===== config.mk =====
export PLATFORM = sky130hd
export DESIGN_NAME = combined_lcg_shuffle_rng
export DESIGN_NICKNAME = d
export VERILOG_FILES = /design/src/hw/rtl/clsr_pkg.sv /design/src/hw/rtl/clsr_lcg_step.sv /design/src/hw/rtl/clsr_slot_div.sv /design/src/hw/rtl/clsr_shuffle_ram.sv /design/src/hw/rtl/combined_lcg_shuffle_rng.sv
export VERILOG_INCLUDE_DIRS = /design/src /design/src/hw/rtl
export SDC_FILE = /design/constraint.sdc
export NUM_CORES = 2
export LEC_CHECK = 0
export ABC_CLOCK_PERIOD_IN_PS = 9140
export BUFFER_PORTS_ARGS = -buffer_cell sky130_fd_sc_hd__clkbuf_2
export CAP_MARGIN = 20
export CELL_PAD_IN_SITES_DETAIL_PLACEMENT = 0
export CELL_PAD_IN_SITES_GLOBAL_PLACEMENT = 1
export CORE_MARGIN = 2
export CORE_UTILIZATION = 35
export DETAILED_ROUTE_END_ITERATION = 12
export PLACE_DENSITY_LB_ADDON = 0.1
export SETUP_SLACK_MARGIN = 0.4
export SYNTH_ARGS = -nofsm -noshare
export SYNTH_HDL_FRONTEND = slang
export SYNTH_SLANG_ARGS = --single-unit

===== constraint.sdc =====
create_clock -name i_clk -period 9.14 [get_ports i_clk]
set_input_delay 1.828 -clock i_clk [delete_from_list [all_inputs] [get_ports i_clk]]
set_output_delay 1.828 -clock i_clk [all_outputs]
set_load 0.02 [all_outputs]

===== src/hw/rtl/combined_lcg_shuffle_rng_defines.svh =====
// Assertion macros shared by the combined LCG shuffle generator RTL
`ifndef COMBINED_LCG_SHUFFLE_RNG_DEFINES_SVH
`define COMBINED_LCG_SHUFFLE_RNG_DEFINES_SVH

// same-cycle implication, sampled on i_clk, off during reset
`define CLSR_ASSERT_NOW(label, ante, cons, msg) \
    label: assert property (@(posedge i_clk) disable iff (!i_rst_n) (ante) |-> (cons)) \
        else $error(msg);

// next-cycle implication
`define CLSR_ASSERT_NEXT(label, ante, cons, msg) \
    label: assert property (@(posedge i_clk) disable iff (!i_rst_n) (ante) |=> (cons)) \
        else $error(msg);

// condition that must never hold
`define CLSR_ASSERT_NEVER(label, expr, msg) \
    label: assert property (@(posedge i_clk) disable iff (!i_rst_n) !(expr)) \
        else $error(msg);

`endif


===== src/hw/rtl/clsr_pkg.sv =====
// Package: constants shared by the combined LCG shuffle generator
`timescale 1ns / 1ps

package clsr_pkg;

    localparam int TABLE_SIZE = 32;

    localparam int WORD_W = 31;
    localparam int MUL_W  = 16;
    localparam int FOLD_W = 8;

    // item kinds
    localparam logic KIND_DRAW   = 1'b0;
    localparam logic KIND_RESEED = 1'b1;

    // multipliers and fold constants (modulus = 2^31 - fold)
    localparam logic [MUL_W-1:0]  MUL_ONE  = 16'd40014;
    localparam logic [MUL_W-1:0]  MUL_TWO  = 16'd40692;
    localparam logic [FOLD_W-1:0] FOLD_ONE = 8'd85;
    localparam logic [FOLD_W-1:0] FOLD_TWO = 8'd249;

    localparam logic [WORD_W-1:0] SPAN      = 31'd2147483562;
    localparam logic [WORD_W-1:0] GEN_ONE_INIT = 31'd1;
    localparam logic [WORD_W-1:0] GEN_TWO_INIT = 31'd123456789;

    // slot index by reciprocal multiply
    localparam int RECIP_SHIFT = 40;
    localparam int RECIP_W     = 18;
    localparam int EST_W       = 9;

endpackage


===== src/hw/rtl/clsr_lcg_step.sv =====
// Three-stage modular multiply: x * MUL mod (2^31 - FOLD)
`timescale 1ns / 1ps

module clsr_lcg_step #(
    parameter logic [clsr_pkg::MUL_W-1:0]  MUL  = clsr_pkg::MUL_ONE,
    parameter logic [clsr_pkg::FOLD_W-1:0] FOLD = clsr_pkg::FOLD_ONE
) (
    input  logic                        i_clk,
    input  logic                        i_rst_n,
    input  logic                        i_start,
    input  logic [clsr_pkg::WORD_W-1:0] i_x,
    output logic                        o_valid,
    output logic [clsr_pkg::WORD_W-1:0] o_res
);

    localparam int WORD_W = clsr_pkg::WORD_W;
    localparam int PROD_W = WORD_W + clsr_pkg::MUL_W;
    localparam int HC_W   = clsr_pkg::MUL_W + clsr_pkg::FOLD_W;
    localparam logic [WORD_W:0] MOD = ((WORD_W+1)'(1) << WORD_W) - (WORD_W+1)'(FOLD);

    logic [2:0]              r_vld;
    logic [PROD_W-1:0]       r_prod;
    logic [WORD_W:0]         r_fold;
    logic [WORD_W-1:0]       r_res;
    logic [HC_W-1:0]         hc;

    // 2^31 == FOLD (mod m): fold the high part back in
    assign hc = r_prod[PROD_W-1:WORD_W] * FOLD;

    always_ff @(posedge i_clk) begin
        if (!i_rst_n) begin
            r_vld <= 3'b000;
        end else begin
            r_vld <= {r_vld[1:0], i_start};
        end
    end

    always_ff @(posedge i_clk) begin
        r_prod <= i_x * MUL;
        r_fold <= {1'b0, r_prod[WORD_W-1:0]} + (WORD_W+1)'(hc);
        if (r_fold >= MOD) begin
            r_res <= WORD_W'(r_fold - MOD);
        end else begin
            r_res <= r_fold[WORD_W-1:0];
        end
    end

    assign o_valid = r_vld[2];
    assign o_res   = r_res;

endmodule


===== src/hw/rtl/clsr_slot_div.sv =====
// Three-stage slot index: last deviate divided by the slot width
`timescale 1ns / 1ps

module clsr_slot_div #(
    parameter int TABLE_SIZE = clsr_pkg::TABLE_SIZE
) (
    input  logic                         i_clk,
    input  logic                         i_rst_n,
    input  logic                         i_start,
    input  logic [clsr_pkg::WORD_W-1:0]  i_x,
    output logic                         o_valid,
    output logic [((TABLE_SIZE > 1) ? $clog2(TABLE_SIZE) : 1)-1:0] o_slot
);

    localparam int IDX_W   = (TABLE_SIZE > 1) ? $clog2(TABLE_SIZE) : 1;
    localparam int WORD_W  = clsr_pkg::WORD_W;
    localparam int RECIP_W = clsr_pkg::RECIP_W;
    localparam int EST_W   = clsr_pkg::EST_W;
    localparam int THR_W   = WORD_W + EST_W;
    localparam logic [63:0] DIV64   = 64'd1 + 64'(clsr_pkg::SPAN) / 64'(TABLE_SIZE);
    localparam logic [63:0] RECIP64 = (64'd1 << clsr_pkg::RECIP_SHIFT) / DIV64;
    localparam logic [WORD_W-1:0]  SLOT_DIV = DIV64[WORD_W-1:0];
    localparam logic [RECIP_W-1:0] RECIP    = RECIP64[RECIP_W-1:0];
    localparam logic [EST_W-1:0]   LAST     = EST_W'(TABLE_SIZE - 1);

    logic [2:0]                 r_vld;
    logic [EST_W-1:0]           r_est;
    logic [EST_W-1:0]           r_est2;
    logic [WORD_W-1:0]          r_x1;
    logic [WORD_W-1:0]          r_x2;
    logic [THR_W-1:0]           r_thr;
    logic [IDX_W-1:0]           r_slot;
    logic [WORD_W+RECIP_W-1:0]  prod;
    logic [EST_W-1:0]           est_p1;
    logic [EST_W-1:0]           quo;
    logic [EST_W-1:0]           quo_sat;

    // estimate is exact or one low
    assign prod    = i_x * RECIP;
    assign est_p1  = r_est + 1'b1;
    assign quo     = ({{EST_W{1'b0}}, r_x2} >= r_thr) ? r_est2 + 1'b1 : r_est2;
    assign quo_sat = (quo > LAST) ? LAST : quo;

    always_ff @(posedge i_clk) begin
        if (!i_rst_n) begin
            r_vld <= 3'b000;
        end else begin
            r_vld <= {r_vld[1:0], i_start};
        end
    end

    always_ff @(posedge i_clk) begin
        r_est  <= prod[clsr_pkg::RECIP_SHIFT +: EST_W];
        r_x1   <= i_x;
        r_thr  <= est_p1 * SLOT_DIV;
        r_est2 <= r_est;
        r_x2   <= r_x1;
        r_slot <= quo_sat[IDX_W-1:0];
    end

    assign o_valid = r_vld[2];
    assign o_slot  = r_slot;

endmodule


===== src/hw/rtl/clsr_shuffle_ram.sv =====
// Shuffle table RAM: one write port, one registered read port
`timescale 1ns / 1ps

module clsr_shuffle_ram #(
    parameter int TABLE_SIZE = clsr_pkg::TABLE_SIZE
) (
    input  logic                         i_clk,
    input  logic                         i_wr_en,
    input  logic [((TABLE_SIZE > 1) ? $clog2(TABLE_SIZE) : 1)-1:0] i_wr_addr,
    input  logic [clsr_pkg::WORD_W-1:0]  i_wr_data,
    input  logic                         i_rd_en,
    input  logic [((TABLE_SIZE > 1) ? $clog2(TABLE_SIZE) : 1)-1:0] i_rd_addr,
    output logic [clsr_pkg::WORD_W-1:0]  o_rd_data
);

    logic [clsr_pkg::WORD_W-1:0] r_mem [TABLE_SIZE];
    logic [clsr_pkg::WORD_W-1:0] r_rd_data;

    always_ff @(posedge i_clk) begin
        if (i_wr_en) begin
            r_mem[i_wr_addr] <= i_wr_data;
        end
    end

    always_ff @(posedge i_clk) begin
        if (i_rd_en) begin
            r_rd_data <= r_mem[i_rd_addr];
        end
    end

    assign o_rd_data = r_rd_data;

endmodule


===== src/hw/rtl/combined_lcg_shuffle_rng.sv =====
// Top level: combined two-LCG generator with a RAM-held shuffle table.
// Draw: the request runs through the 3-stage modular multiply / slot pipeline, then the table read
// and write-back, where the result is registered; no new request is taken until that result is loaded.
// Reseed: one multiply pass per step; the last steps fill the table, then a draw follows.
// Reset (synchronous): generators to 1 and 123456789, last deviate to 0; table unset until reseed.
`timescale 1ns / 1ps
`include "combined_lcg_shuffle_rng_defines.svh"

module combined_lcg_shuffle_rng #(
    parameter int TABLE_SIZE = clsr_pkg::TABLE_SIZE
) (
    input  logic                        i_clk,
    input  logic                        i_rst_n,
    input  logic                        i_in_valid,
    output logic                        o_in_stall,
    input  logic                        i_kind,
    input  logic [clsr_pkg::WORD_W-1:0] i_seed_value,
    output logic                        o_out_valid,
    input  logic                        i_out_stall,
    output logic [clsr_pkg::WORD_W-1:0] o_deviate
);

    localparam int WORD_W = clsr_pkg::WORD_W;
    localparam int IDX_W  = (TABLE_SIZE > 1) ? $clog2(TABLE_SIZE) : 1;
    localparam int CNT_W  = $clog2(TABLE_SIZE + 9);
    localparam logic [CNT_W-1:0] FILL_STEPS = CNT_W'(TABLE_SIZE + 8);
    localparam logic [CNT_W-1:0] FILL_FIRST = CNT_W'(TABLE_SIZE);
    localparam logic [CNT_W-1:0] CNT_LAST   = CNT_W'(1);

    localparam logic [1:0] ST_IDLE      = 2'd0;
    localparam logic [1:0] ST_SEED_WAIT = 2'd1;
    localparam logic [1:0] ST_DRAW_WAIT = 2'd2;
    localparam logic [1:0] ST_DONE      = 2'd3;

    logic [1:0]        r_state;
    logic [1:0]        n_state;
    logic [WORD_W-1:0] r_gen_one;
    logic [WORD_W-1:0] r_gen_two;
    logic [WORD_W-1:0] r_shuffle_out;
    logic [CNT_W-1:0]  r_cnt;
    logic              r_out_valid;
    logic [WORD_W-1:0] r_deviate;
    logic [IDX_W-1:0]  r_slot;

    logic              accept;
    logic [WORD_W-1:0] seed_fix;
    logic [WORD_W-1:0] one_x;
    logic              one_start;
    logic              one_valid;
    logic [WORD_W-1:0] one_res;
    logic              draw_start;
    logic              two_valid;
    logic [WORD_W-1:0] two_res;
    logic [WORD_W-1:0] slot_x;
    logic              slot_valid;
    logic [IDX_W-1:0]  slot_idx;
    logic [CNT_W-1:0]  cnt_m1;
    logic              last_step;
    logic              seed_step;
    logic              out_free;
    logic              fill_wr;
    logic              done_wr;
    logic              wr_en;
    logic [IDX_W-1:0]  wr_addr;
    logic [WORD_W-1:0] wr_data;
    logic              rd_en;
    logic [WORD_W-1:0] rd_data;
    logic [WORD_W:0]   diff;
    logic [WORD_W:0]   diff_wrap;
    logic [WORD_W-1:0] n_deviate;

    assign o_in_stall = (r_state != ST_IDLE);
    assign accept     = i_in_valid && !o_in_stall;
    assign seed_fix   = (i_seed_value == '0) ? WORD_W'(1) : i_seed_value;
    assign out_free   = !r_out_valid || !i_out_stall;

    assign seed_step  = (r_state == ST_SEED_WAIT) && one_valid;
    assign cnt_m1     = r_cnt - 1'b1;
    assign last_step  = (r_cnt == CNT_LAST);

    assign one_x      = (r_state == ST_SEED_WAIT) ? one_res :
                        ((i_kind == clsr_pkg::KIND_RESEED) ? seed_fix : r_gen_one);
    assign one_start  = accept || seed_step;
    assign draw_start = (accept && (i_kind == clsr_pkg::KIND_DRAW)) ||
                        (seed_step && last_step);
    // after the fill the last step value is slot 0, the selector for the draw
    assign slot_x     = (r_state == ST_SEED_WAIT) ? one_res : r_shuffle_out;

    clsr_lcg_step #(
        .MUL  (clsr_pkg::MUL_ONE),
        .FOLD (clsr_pkg::FOLD_ONE)
    ) u_step_one (
        .i_clk   (i_clk),
        .i_rst_n (i_rst_n),
        .i_start (one_start),
        .i_x     (one_x),
        .o_valid (one_valid),
        .o_res   (one_res)
    );

    clsr_lcg_step #(
        .MUL  (clsr_pkg::MUL_TWO),
        .FOLD (clsr_pkg::FOLD_TWO)
    ) u_step_two (
        .i_clk   (i_clk),
        .i_rst_n (i_rst_n),
        .i_start (draw_start),
        .i_x     (r_gen_two),
        .o_valid (two_valid),
        .o_res   (two_res)
    );

    clsr_slot_div #(
        .TABLE_SIZE (TABLE_SIZE)
    ) u_slot_div (
        .i_clk   (i_clk),
        .i_rst_n (i_rst_n),
        .i_start (draw_start),
        .i_x     (slot_x),
        .o_valid (slot_valid),
        .o_slot  (slot_idx)
    );

    // table fill runs from the top slot down to slot 0
    assign fill_wr = seed_step && (r_cnt <= FILL_FIRST);
    assign done_wr = (r_state == ST_DONE) && out_free;
    assign wr_en   = fill_wr || done_wr;
    assign wr_addr = fill_wr ? cnt_m1[IDX_W-1:0] : r_slot;
    assign wr_data = fill_wr ? one_res : r_gen_one;
    assign rd_en   = (r_state == ST_DRAW_WAIT) && one_valid;

    clsr_shuffle_ram #(
        .TABLE_SIZE (TABLE_SIZE)
    ) u_shuffle_ram (
        .i_clk     (i_clk),
        .i_wr_en   (wr_en),
        .i_wr_addr (wr_addr),
        .i_wr_data (wr_data),
        .i_rd_en   (rd_en),
        .i_rd_addr (slot_idx),
        .o_rd_data (rd_data)
    );

    assign diff      = {1'b0, rd_data} - {1'b0, r_gen_two};
    assign diff_wrap = diff + {1'b0, clsr_pkg::SPAN};
    assign n_deviate = (diff[WORD_W] || (diff == '0)) ? diff_wrap[WORD_W-1:0]
                                                     : diff[WORD_W-1:0];

    always_comb begin
        n_state = r_state;
        case (r_state)
            ST_IDLE: begin
                if (accept) begin
                    n_state = (i_kind == clsr_pkg::KIND_RESEED) ? ST_SEED_WAIT : ST_DRAW_WAIT;
                end
            end
            ST_SEED_WAIT: begin
                if (seed_step && last_step) begin
                    n_state = ST_DRAW_WAIT;
                end
            end
            ST_DRAW_WAIT: begin
                if (one_valid) begin
                    n_state = ST_DONE;
                end
            end
            ST_DONE: begin
                if (out_free) begin
                    n_state = ST_IDLE;
                end
            end
            default: begin
                n_state = ST_IDLE;
            end
        endcase
    end

    always_ff @(posedge i_clk) begin
        if (!i_rst_n) begin
            r_state       <= ST_IDLE;
            r_gen_one     <= clsr_pkg::GEN_ONE_INIT;
            r_gen_two     <= clsr_pkg::GEN_TWO_INIT;
            r_shuffle_out <= '0;
            r_cnt         <= '0;
            r_out_valid   <= 1'b0;
        end else begin
            r_state <= n_state;
            if (accept && (i_kind == clsr_pkg::KIND_RESEED)) begin
                r_gen_two <= seed_fix;
                r_cnt     <= FILL_STEPS;
            end
            if (seed_step) begin
                r_gen_one <= one_res;
                r_cnt     <= cnt_m1;
            end
            if (rd_en) begin
                r_gen_one <= one_res;
                r_gen_two <= two_res;
            end
            if (done_wr) begin
                r_shuffle_out <= n_deviate;
                r_out_valid   <= 1'b1;
            end else if (!i_out_stall) begin
                r_out_valid   <= 1'b0;
            end
        end
    end

    always_ff @(posedge i_clk) begin
        if (rd_en) begin
            r_slot <= slot_idx;
        end
        if (done_wr) begin
            r_deviate <= n_deviate;
        end
    end

    assign o_out_valid = r_out_valid;
    assign o_deviate   = r_deviate;

    `CLSR_ASSERT_NOW(a_draw_units_aligned, rd_en, two_valid && slot_valid, "draw units out of step")
    `CLSR_ASSERT_NEXT(a_read_then_done, rd_en, r_state == ST_DONE, "table read not followed by done")
    `CLSR_ASSERT_NEVER(a_no_rw_overlap, wr_en && rd_en, "table read and write in one cycle")
    `CLSR_ASSERT_NEXT(a_done_delivers, done_wr, o_out_valid && (r_state == ST_IDLE), "result not loaded")

endmodule

Yosys cells after proc, flatten, opt, wreduce, memory -nomap -nowiden --
Memories as Yosys holds them, arrays and structs flattened. A register that Yosys moved wholly into a read port is not among the register bits. Cells that the tools add are included.
Word-level totals: register bits 469, memory bits (writable) 992, input bits 36, output and inout bits 33, memories 1
Memory list:
- u_shuffle_ram.r_mem | depth 32, bits a word 31, rd ports 1, clocked after memory_dff 1, write ports 1, RTL line clsr_shuffle_ram.sv:16 | logic [clsr_pkg::WORD_W-1:0] r_mem [TABLE_SIZE];
Operators by class: add/subtract/negate cells 9, multiply operators 5, magnitude comparators 5, equality and inequality tests 9, multiplexer cells 26, reduce and logical (&&, ||, !) cells 22
Operators by type and width (count):
- $mux 31 | 12
- $ge 32x31->1 const B | 2
- $sub 31x31->31 const B | 2
- $mul 31x15->46 const B | 1
- $mul 31x14->45 const B | 1
- $ge 31x35->1 | 1
- $mul 9x25->34 const B | 1
- $add 31x23->32 | 1
- $add 31x24->32 | 1
- $logic_not 32->1 | 1
- $sub 31x31->32 | 1
- $add 31x31->31 const B | 1
- $logic_not 31->1 | 1
- $mul 16x8->24 const B | 1
- $mul 16x7->23 const B | 1
- $add 5x1->6 const B | 2
- $mux 6 | 2
- $mux 2 | 5
- $gt 9x5->1 const B | 1
- $mux 9 | 1
- $pmux 2 s4 | 1
- $reduce_bool 2->1 | 4
- $logic_and 1x1->1 | 7
- $eq 6x1->1 const B | 1
- other kinds (12) | 24

Depth between registers and ports, before layout --
word-level depth 6, depth in mapped cells 30

Modules after synthesis --
Synthesis repeated with hierarchy kept, for this count alone.
Second synthesis, totals: cells, all modules 6751, area total of the unflattened synthesis 82018.7 um^2
Modules (own cells, without submodules):
- clsr_shuffle_ram | instances 1, cells an instance 2192, area an instance 39474.1 um^2
- clsr_lcg_step at u_step_two | instances 1, cells an instance 1514, area an instance 15382.3 um^2
- clsr_lcg_step at u_step_one | instances 1, cells an instance 1411, area an instance 13166.4 um^2
- combined_lcg_shuffle_rng | instances 1, cells an instance 1253, area an instance 9823.2 um^2
- clsr_slot_div | instances 1, cells an instance 381, area an instance 4172.8 um^2

Worst setup path before layout --
No wires, ideal clock.
path type input -> register, from in i_kind, to reg u_step_one.r_prod[43], setup time 0.135 ns, arrival 8.554 ns, required time 9.005 ns, slack 0.451 ns, stages on the path 27, cell sequence clkbuf_1 -> clkbuf_1 -> buf_1 -> mux2i_1 -> o21ai_0 -> fa_1 -> ha_1 -> inv_1 -> fa_1 -> inv_1 -> fa_1 -> inv_1 -> fa_1 -> fa_1 -> inv_1 -> ha_1 -> o21a_1 -> o21a_1 -> a21bo_2 -> o21ai_0 -> a2111o_1 -> nand3_1 -> a31oi_1 -> a21oi_1 -> o31ai_1 -> mux2i_1 -> o2111ai_1
Between the ends: cells in the longest elaborated chain, start to end 3
RTL lines:
- from (decl) | RTL line combined_lcg_shuffle_rng.sv:16 | input logic i_kind,
- $mux 31 | RTL line combined_lcg_shuffle_rng.sv:82 | ((i_kind == clsr_pkg::KIND_RESEED) ? seed_fix : r_gen_one);
- $mux 31 | RTL line combined_lcg_shuffle_rng.sv:81 | assign one_x = (r_state == ST_SEED_WAIT) ? one_res :
- $mul 31x15->46 | RTL line clsr_lcg_step.sv:39 | r_prod <= i_x * MUL;
- to (signal assigned) | RTL line clsr_lcg_step.sv:39
- to (decl) | RTL line clsr_lcg_step.sv:22 | logic [PROD_W-1:0] r_prod;
Every way passes these cells. A chain may end at the register's enable or synchronous reset.

Worst setup path in the final report --
from in i_kind, to reg u_step_one.r_prod[46]
The elaborated chain is that of the path after synthesis.

==> out/results.ini <==
[logic_synthesis]
synth_area_um2=79480
synth-edff-count=1059
synth_ff_type=edfxtp_1
yosys_warnings=0
ys_seq_area_share_pct=50.59
syn-num-nets=6798
ys_types=99
syn_avg_cell_area_um2=13.81
synthCells=5755
synthArstFlopShare_pct=0
synth-seq-cells=1479

[grt]
grt.total_usage_pct=20.97
antenna_found_initial=24
grt_max_degree=100
grt-ovfl-total=0
grt_pass1_vias=47670
grt_first_pass_wirelength_um=346800

[finish]
n_fill_cell=21170
final_common_cell=edfxtp_1
final_cell_mix=edfxtp_1, inv_1, ha_1, fa_1, dfxtp_1
syn_to_final_growth_pct=12.85
layout-drive-gt1-share_pct=14.60
final_nets=6982

[critical_path]
start_kind=input port
r2r_start=r_state[1]
r2r_slack_ns=1.40
worst_ep_required_time_ns=9.86
cp_max_fo=18
crit_arrival_ns=8.84
r2r_end=u_step_one.r_prod[46]
r2r_cells=28
cp-end-kind=flip-flop
crit_type=in2reg

[timing]
max_slew.worst_pin.slew_ns=1.140
rsz0062_at_grt=false
max_clock_freq_ghz=0.1232
setup_viol=0
skew_ns=0.1199
period_needed_ns=8.120
final-hold-violation-count=0
period_share_pct=88.84
finalSetupTns_ns=0
slew_headroom_pct=23.79
final_max_slew_viol_count=0

[floorplanning]
pin_count=69
core_um2=225300
die_area_um2=230900
dieWidth_um=480.5
rows=174
start_util_pct=35.27
fp.dieH_um=480.5

[place]
port_buffers=68
dp_hpwl_um=170500
gp_congestion=0.8457

[routing]
first_iter_violations=3908
via_per_inst=5.123
firstDrtPassIters=7
wl_per_cell_um=26.45
drc=0
num_vias=46490
drt-total-wl_um=240000
antenna_left=0

[job]
drv_cap=0

[clocking]
numCtsBuffers=164
post_cts_resized=0
root_buffer=clkbuf_16
clock_path_buffers=3
postCtsHoldBufs=0
cts_max_level=4
tritoncts=built
postCtsSetupBuffers=0
clkTransAtPathRegs_ns=0.06
clk_latency_ns=0.88
clkSinkCount=1479

[worst_hold_path]
hold-path-endpoint=u_slot_div.r_x2[17]
holdCritPathClass=reg2reg
hold_depth=0
hold_path_startpoint=u_slot_div.r_x1[17]

[run_status]
status=finished, final reports clean

worst max-delay path, stage by stage:
cell and delay [ns]:
clkbuf_2 0.24, buf_4 0.36, mux2i_1 0.22, nor2_1 0.05, a21oi_1 0.37, xor2_1 0.19, ha_1 0.25, ha_1 0.34
fa_1 0.52, inv_1 0.07, fa_1 0.53, fa_1 0.54, fa_1 0.55, inv_1 0.04, ha_1 0.36, and2_1 0.17
nand3_1 0.09, nor3_1 0.16, a21oi_1 0.14, o21ai_0 0.28, a21oi_1 0.18, nor3_1 0.62, o211ai_1 0.26, and4_1 0.23
a311oi_1 0.23
logic make-up after synthesis:
group,after synthesis,synth area share (%)
flops,1479,50.59
fa+ha+maj,1007,20.11
buf+inv,976,4.664
simple gates,881,5.426
compound gates,740,6.146
mux,422,10.31
xor+xnor,250,2.755
layer usage:
layer  track usage, %  wire length [um]  share of wire (%)  vias up
li1                 -                 -                  -    21020
met1            31.08            114000                 47    24060
met2            31.24            106200                 44     1126
met3            3.946             13700                5.7      283
met4            5.822              6168                2.6        2
met5                0                20             0.0083        -
flip-flops by register name, summed over array words and instances, names as in the netlist, 32 cells and up:
name and count:
u_shuffle_ram.r_mem 992, u_step_one.r_prod 46, u_step_two.r_prod 45, u_step_one.r_fold 32, u_step_two.r_fold 32
worst max-delay path by stage:
stage | start | to | depth (start not counted)
2_1_floorplan | i_kind | u_step_one.r_prod[43] | 27
3_3_place_gp | i_kind | u_step_one.r_prod[46] | 25
3_5_place_dp | i_kind | u_step_one.r_prod[46] | 25
4_1_cts | i_kind | u_step_one.r_prod[46] | 25
5_1_grt | i_kind | u_step_one.r_prod[46] | 25
6_report | i_kind | u_step_one.r_prod[46] | 25
cell type report:
cell class	instances	area, um2	share of cell area [%]
inverter	817	3067	3.419
sequential	1479	40220	44.85
antenna	6	15.01	0.01674
clock buffer	205	4349	4.849
multi-input combinational	3300	35860	39.98
timing repair buffer	177	1241	1.384
clock inverter	99	1191	1.328
tap	2992	3744	4.174
per-stage QoR:
step	hold WS, ns	instance area, um2	cells	utilization (%)	worst slack [ns]
after floorplan	0.3096	79480	5755	-	0.4510
after global placement	0.3142	84110	8764	37.33	0.3903
after detailed placement	0.3143	84140	8765	37.34	0.3207
after CTS	0.3030	89680	9069	39.80	1.180
after global routing	0.3215	89690	9073	39.80	0.5561
final	0.3063	89690	9075	39.81	1.020
cells in the mapped netlist (all sizes together), types with 57 or more instances:
library cell / instances / share of area [%]
mux2: 72 / 1.0
a21oi: 214 / 1.4
edfxtp: 1059 / 40
nor3: 57 / 0.36
fa: 451 / 11
o21ai: 147 / 0.93
nand3: 88 / 0.55
clkbuf: 113 / 0.53
nand2: 282 / 1.3
a21o: 96 / 0.91
nor2: 198 / 0.94
inv: 816 / 3.9
mux4: 310 / 8.8
ha: 556 / 8.8
dfxtp: 420 / 11
xor2: 86 / 0.95
xnor2: 164 / 1.8
Power is not shown: default switching activity piles up to over one toggle a cycle in this logic, so the estimate is an artifact.
